--- src/rtl/sha256_counter_mode_random_generator_pkg.sv ---
// ----------------------------------------------------------------------------
// SHA-256 counter-mode random generator package
// Round constants, initial hash value and shared sizes.
// ----------------------------------------------------------------------------
package scmrg_pkg;

	localparam int unsigned STIR_ROUNDS          = 8;
	localparam int unsigned RESEED_INTERVAL_BITS = 8;
	localparam int unsigned ROUND_W              = 4;

	localparam logic ACT_STIR     = 1'b0;
	localparam logic ACT_GENERATE = 1'b1;

	localparam logic STATUS_OK        = 1'b0;
	localparam logic STATUS_NOT_READY = 1'b1;

	typedef logic [31:0] word_t;
	typedef logic [7:0][31:0] hash_t;
	typedef logic [15:0][31:0] block_t;

	function automatic word_t k_round(input logic [5:0] idx);
		word_t k;
		case (idx)
			6'd0: k = 32'h428a2f98;  6'd1: k = 32'h71374491;
			6'd2: k = 32'hb5c0fbcf;  6'd3: k = 32'he9b5dba5;
			6'd4: k = 32'h3956c25b;  6'd5: k = 32'h59f111f1;
			6'd6: k = 32'h923f82a4;  6'd7: k = 32'hab1c5ed5;
			6'd8: k = 32'hd807aa98;  6'd9: k = 32'h12835b01;
			6'd10: k = 32'h243185be; 6'd11: k = 32'h550c7dc3;
			6'd12: k = 32'h72be5d74; 6'd13: k = 32'h80deb1fe;
			6'd14: k = 32'h9bdc06a7; 6'd15: k = 32'hc19bf174;
			6'd16: k = 32'he49b69c1; 6'd17: k = 32'hefbe4786;
			6'd18: k = 32'h0fc19dc6; 6'd19: k = 32'h240ca1cc;
			6'd20: k = 32'h2de92c6f; 6'd21: k = 32'h4a7484aa;
			6'd22: k = 32'h5cb0a9dc; 6'd23: k = 32'h76f988da;
			6'd24: k = 32'h983e5152; 6'd25: k = 32'ha831c66d;
			6'd26: k = 32'hb00327c8; 6'd27: k = 32'hbf597fc7;
			6'd28: k = 32'hc6e00bf3; 6'd29: k = 32'hd5a79147;
			6'd30: k = 32'h06ca6351; 6'd31: k = 32'h14292967;
			6'd32: k = 32'h27b70a85; 6'd33: k = 32'h2e1b2138;
			6'd34: k = 32'h4d2c6dfc; 6'd35: k = 32'h53380d13;
			6'd36: k = 32'h650a7354; 6'd37: k = 32'h766a0abb;
			6'd38: k = 32'h81c2c92e; 6'd39: k = 32'h92722c85;
			6'd40: k = 32'ha2bfe8a1; 6'd41: k = 32'ha81a664b;
			6'd42: k = 32'hc24b8b70; 6'd43: k = 32'hc76c51a3;
			6'd44: k = 32'hd192e819; 6'd45: k = 32'hd6990624;
			6'd46: k = 32'hf40e3585; 6'd47: k = 32'h106aa070;
			6'd48: k = 32'h19a4c116; 6'd49: k = 32'h1e376c08;
			6'd50: k = 32'h2748774c; 6'd51: k = 32'h34b0bcb5;
			6'd52: k = 32'h391c0cb3; 6'd53: k = 32'h4ed8aa4a;
			6'd54: k = 32'h5b9cca4f; 6'd55: k = 32'h682e6ff3;
			6'd56: k = 32'h748f82ee; 6'd57: k = 32'h78a5636f;
			6'd58: k = 32'h84c87814; 6'd59: k = 32'h8cc70208;
			6'd60: k = 32'h90befffa; 6'd61: k = 32'ha4506ceb;
			6'd62: k = 32'hbef9a3f7; 6'd63: k = 32'hc67178f2;
			default: k = 32'h0;
		endcase
		return k;
	endfunction

	localparam hash_t H_INIT = {
		32'h5be0cd19, 32'h1f83d9ab, 32'h9b05688c, 32'h510e527f,
		32'ha54ff53a, 32'h3c6ef372, 32'hbb67ae85, 32'h6a09e667
	};

	function automatic word_t rotr(input word_t x, input int unsigned n);
		return (x >> n) | (x << (32 - n));
	endfunction

endpackage

--- src/rtl/scmrg_sha256_core.sv ---
// ----------------------------------------------------------------------------
// SHA-256 single-block compression core
// Runs one round per cycle on a 16-word rolling message schedule; adds the
// initial hash value at the end.
// ----------------------------------------------------------------------------
module scmrg_sha256_core (
	input  logic                 clk,
	input  logic                 arst_n,
	input  logic                 start,
	input  scmrg_pkg::block_t    block,
	output logic                 done,
	output scmrg_pkg::hash_t     digest
);
	import scmrg_pkg::*;

	block_t      w_q;
	hash_t       v_q;
	logic [5:0]  round_q;
	logic        busy_q;
	logic        fin_q;

	word_t a, b, c, d, e, f, g, h;
	word_t s0e, s1e, ch, mj, t1, t2, ws0, ws1, w_new;

	always_comb begin
		a = v_q[0]; b = v_q[1]; c = v_q[2]; d = v_q[3];
		e = v_q[4]; f = v_q[5]; g = v_q[6]; h = v_q[7];
		s1e = rotr(e, 6) ^ rotr(e, 11) ^ rotr(e, 25);
		ch  = (e & f) ^ (~e & g);
		t1  = h + s1e + ch + k_round(round_q) + w_q[0];
		s0e = rotr(a, 2) ^ rotr(a, 13) ^ rotr(a, 22);
		mj  = (a & b) ^ (a & c) ^ (b & c);
		t2  = s0e + mj;
		ws0 = rotr(w_q[1], 7) ^ rotr(w_q[1], 18) ^ (w_q[1] >> 3);
		ws1 = rotr(w_q[14], 17) ^ rotr(w_q[14], 19) ^ (w_q[14] >> 10);
		w_new = w_q[0] + ws0 + w_q[9] + ws1;
	end

	always_ff @(posedge clk or negedge arst_n) begin
		if (!arst_n) begin
			busy_q  <= 1'b0;
			fin_q   <= 1'b0;
			round_q <= '0;
		end else begin
			fin_q <= 1'b0;
			if (start) begin
				busy_q  <= 1'b1;
				round_q <= '0;
			end else if (busy_q) begin
				round_q <= round_q + 6'd1;
				if (round_q == 6'd63) begin
					busy_q <= 1'b0;
					fin_q  <= 1'b1;
				end
			end
		end
	end

	always_ff @(posedge clk) begin
		if (start) begin
			w_q <= block;
			v_q <= H_INIT;
		end else if (busy_q) begin
			w_q <= {w_new, w_q[15:1]};
			v_q <= {g, f, e, d + t1, c, b, a, t1 + t2};
		end
	end

	always_comb begin
		for (int i = 0; i < 8; i++) begin
			digest[i] = v_q[i] + H_INIT[i];
		end
	end

	assign done = fin_q;

endmodule

--- src/rtl/sha256_counter_mode_random_generator.sv ---
// SHA-256 counter-mode random generator.
// Stir: load, 64 rounds in a shared compression core (one per cycle), then
// digest capture into the seed. Generate: hash, then one word per cycle while
// the output is not stalled. A new request is taken only once the last result
// has been accepted. Not-ready and zero-count generates answer without hashing.
// Reset (arst_n low) clears seed, counter and rounds.
module sha256_counter_mode_random_generator (
	input  logic        clk,
	input  logic        arst_n,
	input  logic        in_valid,
	output logic        in_ready,
	input  logic        action,
	input  logic        clear_first,
	input  logic [63:0] entropy_tsc,
	input  logic [63:0] entropy_timer,
	input  logic [5:0]  byte_count,
	output logic        out_valid,
	input  logic        out_ready,
	output logic [63:0] random_word,
	output logic        status,
	output logic        last_word
);
	import scmrg_pkg::*;

	localparam logic [1:0] ST_IDLE = 2'd0;
	localparam logic [1:0] ST_HASH = 2'd1;
	localparam logic [1:0] ST_OUT  = 2'd2;

	logic [1:0]       state_q;
	logic [3:0][63:0] seed_q;
	logic [63:0]      ctr_q;
	logic [ROUND_W-1:0] rounds_q;
	logic             act_q;
	logic [63:0]      tsc_q, tmr_q;
	logic [5:0]       cnt_q;
	logic [1:0]       widx_q;
	logic [1:0]       nlast_q;
	logic [31:0][7:0] dig_q;
	logic             out_valid_q;
	logic [63:0]      word_q;
	logic             status_q, last_q;

	logic             core_start, core_done;
	block_t           blk;
	hash_t            digest;
	logic [3:0][63:0] seed_mix;
	logic [31:0][7:0] dig_b;
	logic             ready_gen;
	logic [5:0]       cnt_sat;

	scmrg_sha256_core u_core (
		.clk    (clk),
		.arst_n (arst_n),
		.start  (core_start),
		.block  (blk),
		.done   (core_done),
		.digest (digest)
	);

	assign ready_gen = (rounds_q >= ROUND_W'(STIR_ROUNDS));
	assign cnt_sat   = (byte_count > 6'd32) ? 6'd32 : byte_count;
	assign in_ready  = (state_q == ST_IDLE) && !out_valid_q;
	assign core_start = in_valid && in_ready &&
		((action == ACT_STIR) || (ready_gen && byte_count != 6'd0));

	// Message bytes: seed (then counter for generate), little-endian, then SHA padding
	always_comb begin
		logic [39:0][7:0] msg;
		seed_mix = seed_q;
		if (action == ACT_STIR && clear_first) begin
			seed_mix = '0;
		end
		seed_mix[0] = seed_mix[0] ^ entropy_tsc;
		seed_mix[1] = seed_mix[1] ^ entropy_timer;
		for (int i = 0; i < 4; i++) begin
			for (int j = 0; j < 8; j++) begin
				msg[8*i+j] = (action == ACT_STIR) ? seed_mix[i][8*j +: 8]
					: seed_q[i][8*j +: 8];
			end
		end
		for (int j = 0; j < 8; j++) begin
			msg[32+j] = ctr_q[8*j +: 8];
		end
		blk = '0;
		for (int i = 0; i < 8; i++) begin
			blk[i] = {msg[4*i], msg[4*i+1], msg[4*i+2], msg[4*i+3]};
		end
		if (action == ACT_STIR) begin
			blk[8]  = 32'h8000_0000;
			blk[15] = 32'd256;
		end else begin
			blk[8]  = {msg[32], msg[33], msg[34], msg[35]};
			blk[9]  = {msg[36], msg[37], msg[38], msg[39]};
			blk[10] = 32'h8000_0000;
			blk[15] = 32'd320;
		end
		for (int i = 0; i < 8; i++) begin
			for (int j = 0; j < 4; j++) begin
				dig_b[4*i+j] = digest[i][31-8*j -: 8];
			end
		end
	end

	logic [63:0] ctr_inc;
	assign ctr_inc = ctr_q + 64'd1;

	always_ff @(posedge clk or negedge arst_n) begin
		if (!arst_n) begin
			state_q     <= ST_IDLE;
			seed_q      <= '0;
			ctr_q       <= '0;
			rounds_q    <= '0;
			out_valid_q <= 1'b0;
		end else begin
			// in ST_OUT the output register is reloaded below instead
			if (out_valid_q && out_ready && state_q != ST_OUT) begin
				out_valid_q <= 1'b0;
			end
			case (state_q)
				ST_IDLE: begin
					if (in_valid && in_ready) begin
						if (core_start) begin
							state_q <= ST_HASH;
							if (action == ACT_STIR) begin
								if (clear_first) begin
									ctr_q    <= '0;
									rounds_q <= '0;
								end
							end
						end else begin
							out_valid_q <= 1'b1;
						end
					end
				end
				ST_HASH: begin
					if (core_done) begin
						if (act_q == ACT_STIR) begin
							for (int i = 0; i < 4; i++) begin
								seed_q[i] <= {dig_b[8*i+7], dig_b[8*i+6], dig_b[8*i+5],
									dig_b[8*i+4], dig_b[8*i+3], dig_b[8*i+2],
									dig_b[8*i+1], dig_b[8*i]};
							end
							if (rounds_q < ROUND_W'(STIR_ROUNDS)) begin
								rounds_q <= rounds_q + ROUND_W'(1);
							end
							out_valid_q <= 1'b1;
							state_q     <= ST_IDLE;
						end else begin
							ctr_q <= ctr_inc;
							if (ctr_inc[RESEED_INTERVAL_BITS-1:0] == '0) begin
								seed_q[0] <= seed_q[0] ^ tsc_q;
								seed_q[1] <= seed_q[1] ^ tmr_q;
							end
							state_q <= ST_OUT;
						end
					end
				end
				ST_OUT: begin
					if (!out_valid_q || out_ready) begin
						out_valid_q <= 1'b1;
						if (widx_q == nlast_q) begin
							state_q <= ST_IDLE;
						end
					end
				end
				default: state_q <= ST_IDLE;
			endcase
		end
	end

	always_ff @(posedge clk) begin
		if (in_valid && in_ready) begin
			act_q   <= action;
			tsc_q   <= entropy_tsc;
			tmr_q   <= entropy_timer;
			cnt_q   <= cnt_sat;
			nlast_q <= 2'((cnt_sat - 6'd1) >> 3);
			widx_q  <= '0;
			// short answers for stir and for generates that skip the hash
			word_q   <= '0;
			last_q   <= 1'b1;
			status_q <= (action == ACT_GENERATE && !ready_gen) ? STATUS_NOT_READY
				: STATUS_OK;
		end
		if (state_q == ST_HASH && core_done) begin
			dig_q  <= dig_b;
			word_q <= '0;
		end
		if (state_q == ST_OUT && (!out_valid_q || out_ready)) begin
			for (int j = 0; j < 8; j++) begin
				word_q[8*j +: 8] <= ({widx_q, 3'(j)} < cnt_q[5:0] || cnt_q[5])
					? dig_q[{widx_q, 3'(j)}] : 8'h00;
			end
			status_q <= STATUS_OK;
			last_q   <= (widx_q == nlast_q);
			widx_q   <= widx_q + 2'd1;
		end
	end

	assign out_valid   = out_valid_q;
	assign random_word = word_q;
	assign status      = status_q;
	assign last_word   = last_q;

endmodule

--- config.mk ---
export PLATFORM = sky130hd
export DESIGN_NAME = sha256_counter_mode_random_generator
export DESIGN_NICKNAME = d
export VERILOG_FILES = /design/src/rtl/sha256_counter_mode_random_generator_pkg.sv /design/src/rtl/scmrg_sha256_core.sv /design/src/rtl/sha256_counter_mode_random_generator.sv
export SDC_FILE = /design/constraint.sdc
export NUM_CORES = 2
export LEC_CHECK = 0
export BUFFER_PORTS_ARGS = -buffer_cell sky130_fd_sc_hd__buf_2
export CAP_MARGIN = 20
export CELL_PAD_IN_SITES_DETAIL_PLACEMENT = 1
export CELL_PAD_IN_SITES_GLOBAL_PLACEMENT = 1
export CORE_MARGIN = 2
export CORE_UTILIZATION = 35
export CTS_BUF_LIST = sky130_fd_sc_hd__clkbuf_16
export DETAILED_ROUTE_END_ITERATION = 12
export GPL_TIMING_DRIVEN = 0
export HOLD_SLACK_MARGIN = 0.1
export PLACE_DENSITY = 0.62
export SYNTH_ARGS = -nofsm -noshare
export SYNTH_HDL_FRONTEND = slang
export SYNTH_HIERARCHICAL = 1
export SYNTH_SLANG_ARGS = --single-unit
--- constraint.sdc ---
create_clock -name clk -period 14.4 [get_ports clk]
set_input_delay 1.44 -clock clk [delete_from_list [all_inputs] [get_ports clk]]
set_output_delay 1.44 -clock clk [all_outputs]
set_load 0.005 [all_outputs]
==> metrics <==
outcome finished, final reports clean; Placed Cells 12,100; Placer Congestion 1.01; FF+latch area 42,700 µm²; # setup viols final 0; CP Launch Type flop; WL/cell 34.2 µm; first-pass GRT wire length 579,000 µm; I/O Pins 208; Reg clk slew, reported paths 60 ps; Starting Density 0.352; # Post-CTS Setup Buffers 0; initial antenna violation count 44; Die X 507 µm; CTS Hold Bufs 0; post-synthesis register bit count 1,564; Nets 9,419; grt ovf 0; cell taking the most area after synthesis edfxtp_1; final core occ 0.405; worst hold slack 466 ps; RSZ-0062 raised after global routing no; core footprint 251,000 µm²; Fin. Hold Viols 0; drt first pass iters 7; most frequent cells in the layout 985 x nand2_1, 972 x edfxtp_1, 606 x a21oi_1; post-route cell area 102,000 µm²; max-slew violations 0; post-detailed-route via-to-cell ratio 5.78; synth warn 6; Total Wirelength 426,000 µm; slowest cell on the critical path xor2_1; Root Buffer Master clkbuf_16; most common cell after layout, fill and taps aside nand2_1; Max-cap violations 0; Cell variety after synth 102; Final Non-Filler Cells 12,500; gr usage total 0.324; Most used DFF post-synth edfxtp_1; Post-DP HPWL 337,000 µm; die area 257,000 µm²; Critical Path Sink Type flop; H-Tree Level Count 4; layout cell share with drive strength beyond 1 0.131; Crit Path Class flop to flop; sequential element share of the synthesized area 0.483; Rel. slew slack 0.0662; I/O Buffers 207; area occupied by multi-input gates 42,800 µm²; Hold Crit Class flop to flop; main area contributors after synthesis edfxtp_1 33%, dfrtp_1 9.5%, mux2_2 6.1%; CTS tree built; CTS Buf Count 182; Die Y 507 µm; via count 72,000; hold-critical path depth 1; Worst EP required 15,140 ps; Fmax achieved 85.3 MHz; Synth Cell Area 88,400 µm²; Synth Instances 8,267; antenna viol nets, final 0; vias in the first global route 71,700; Fin Clk Skew 59.5 ps; crit path DAT 12,470 ps; Clk Latency, worst-skew pair 890 ps; reg2reg path depth 31; Rows 184; syn_area_per_cell 10.7 µm²; # clock sinks 1,564; CP Max Fanout 10; placed inst area 95,400 µm²; DRC 0; cts repair resizes 0; Final Cycle Share 0.815; largest net degree at the start of global routing 129; Post-synth ARST share 0.214; Area growth, synth to finish 15.2%; CTS max path bufs 3; Reg2Reg Setup Slack 2670 ps; worst-margin pin slew 1390 ps; slowest stage delay, CP 860 ps; EDFF count, synth 972; min cycle time layout 11,730 ps; DRT iter0 DRCs 8,438; Yosys top cell area share 0.330; Fillers 27,700
[state kept, by name, indices dropped and copies added, names as in the netlist, 64 cells and up]
signal,count
u_core/w_q,512
dig_q,256
seed_q,256
ctr_q,64
random_word,64
tmr_q,64
tsc_q,64
[cells in the mapped netlist (203+ instances only)]
master and number:
nand3_1 203, mux2i_1 329, inv_1 401, nor2_1 366
o21ai_0 393, nand2_1 986, and2_1 205, mux2_2 478
clkbuf_1 480, xnor2_1 383, dfrtp_1 335, dfxtp_1 257
edfxtp_1 972, a21oi_1 607
[per-layer routing]
layer  vias up  global-route usage  wire length [µm]
li1      30600                   -                 -
met1     37300               0.415            170000
met2      3315               0.495            187000
met3       818              0.0625             33700
met4         8               0.221             34600
met5         -                   0                47
[cell type report]
type                            count  area share
Clock inverter                    155      0.0147
Multi-Input combinational cell   5928       0.420
Sequential cell                  1564       0.419
Clock buffer                      189      0.0464
Buffer                            552      0.0208
Timing Repair Buffer              287      0.0216
Tap cell                         3348      0.0411
Antenna cell                       18    0.000442
Inverter                          411      0.0152
[logic make-up (layout without fill, tap and decap cells)]
logic type / after synthesis / after routing / share of synthesized area
AO/OA/AOI/OAI: 1732 / 1732 / 0.121
XOR/XNOR: 582 / 582 / 0.0577
adder cells (fa/ha/maj): 360 / 360 / 0.0667
buffers and inverters: 963 / 1594 / 0.0413
flip-flops: 1564 / 1564 / 0.483
multiplexers: 874 / 874 / 0.115
other: 2 / 208 / 0.0000850
AND/OR/NAND/NOR: 2190 / 2190 / 0.115
[final timing paths]
path                                   start       endpoint
setup reg to reg           u_core/round_q[1]   u_core/a[31]
hold / removal                   u_core/done     state_q[0]
min in group asynchronous             arst_n  u_core/busy_q
setup / recovery           u_core/round_q[1]   u_core/a[31]
max in group asynchronous             arst_n      ctr_q[36]
hold reg to reg                  u_core/done     state_q[0]
[metrics by stage]
step           setup WS (ps)  setup TNS, ps
2_1_floorplan           4150              0
3_3_place_gp           -2920       -1505660
3_5_place_dp            3080              0
4_1_cts                 3060              0
5_1_grt                 2610              0
6_report                2670              0
[critical path: cells and delay by family, from the launching register on]
kind	cells	cell delay, ps
AOI/OAI and AO/OA	14	4300
adders and majority gates	5	2400
buffers and inverters	5	2080
xor gates and xnor gates	2	1350
DFF	1	740
and+or+nand+nor	4	470
muxes	1	250
Power is left out: the tool's default activity adds up to more than one toggle a clock period on the data nets, which glitch-free logic cannot reach.
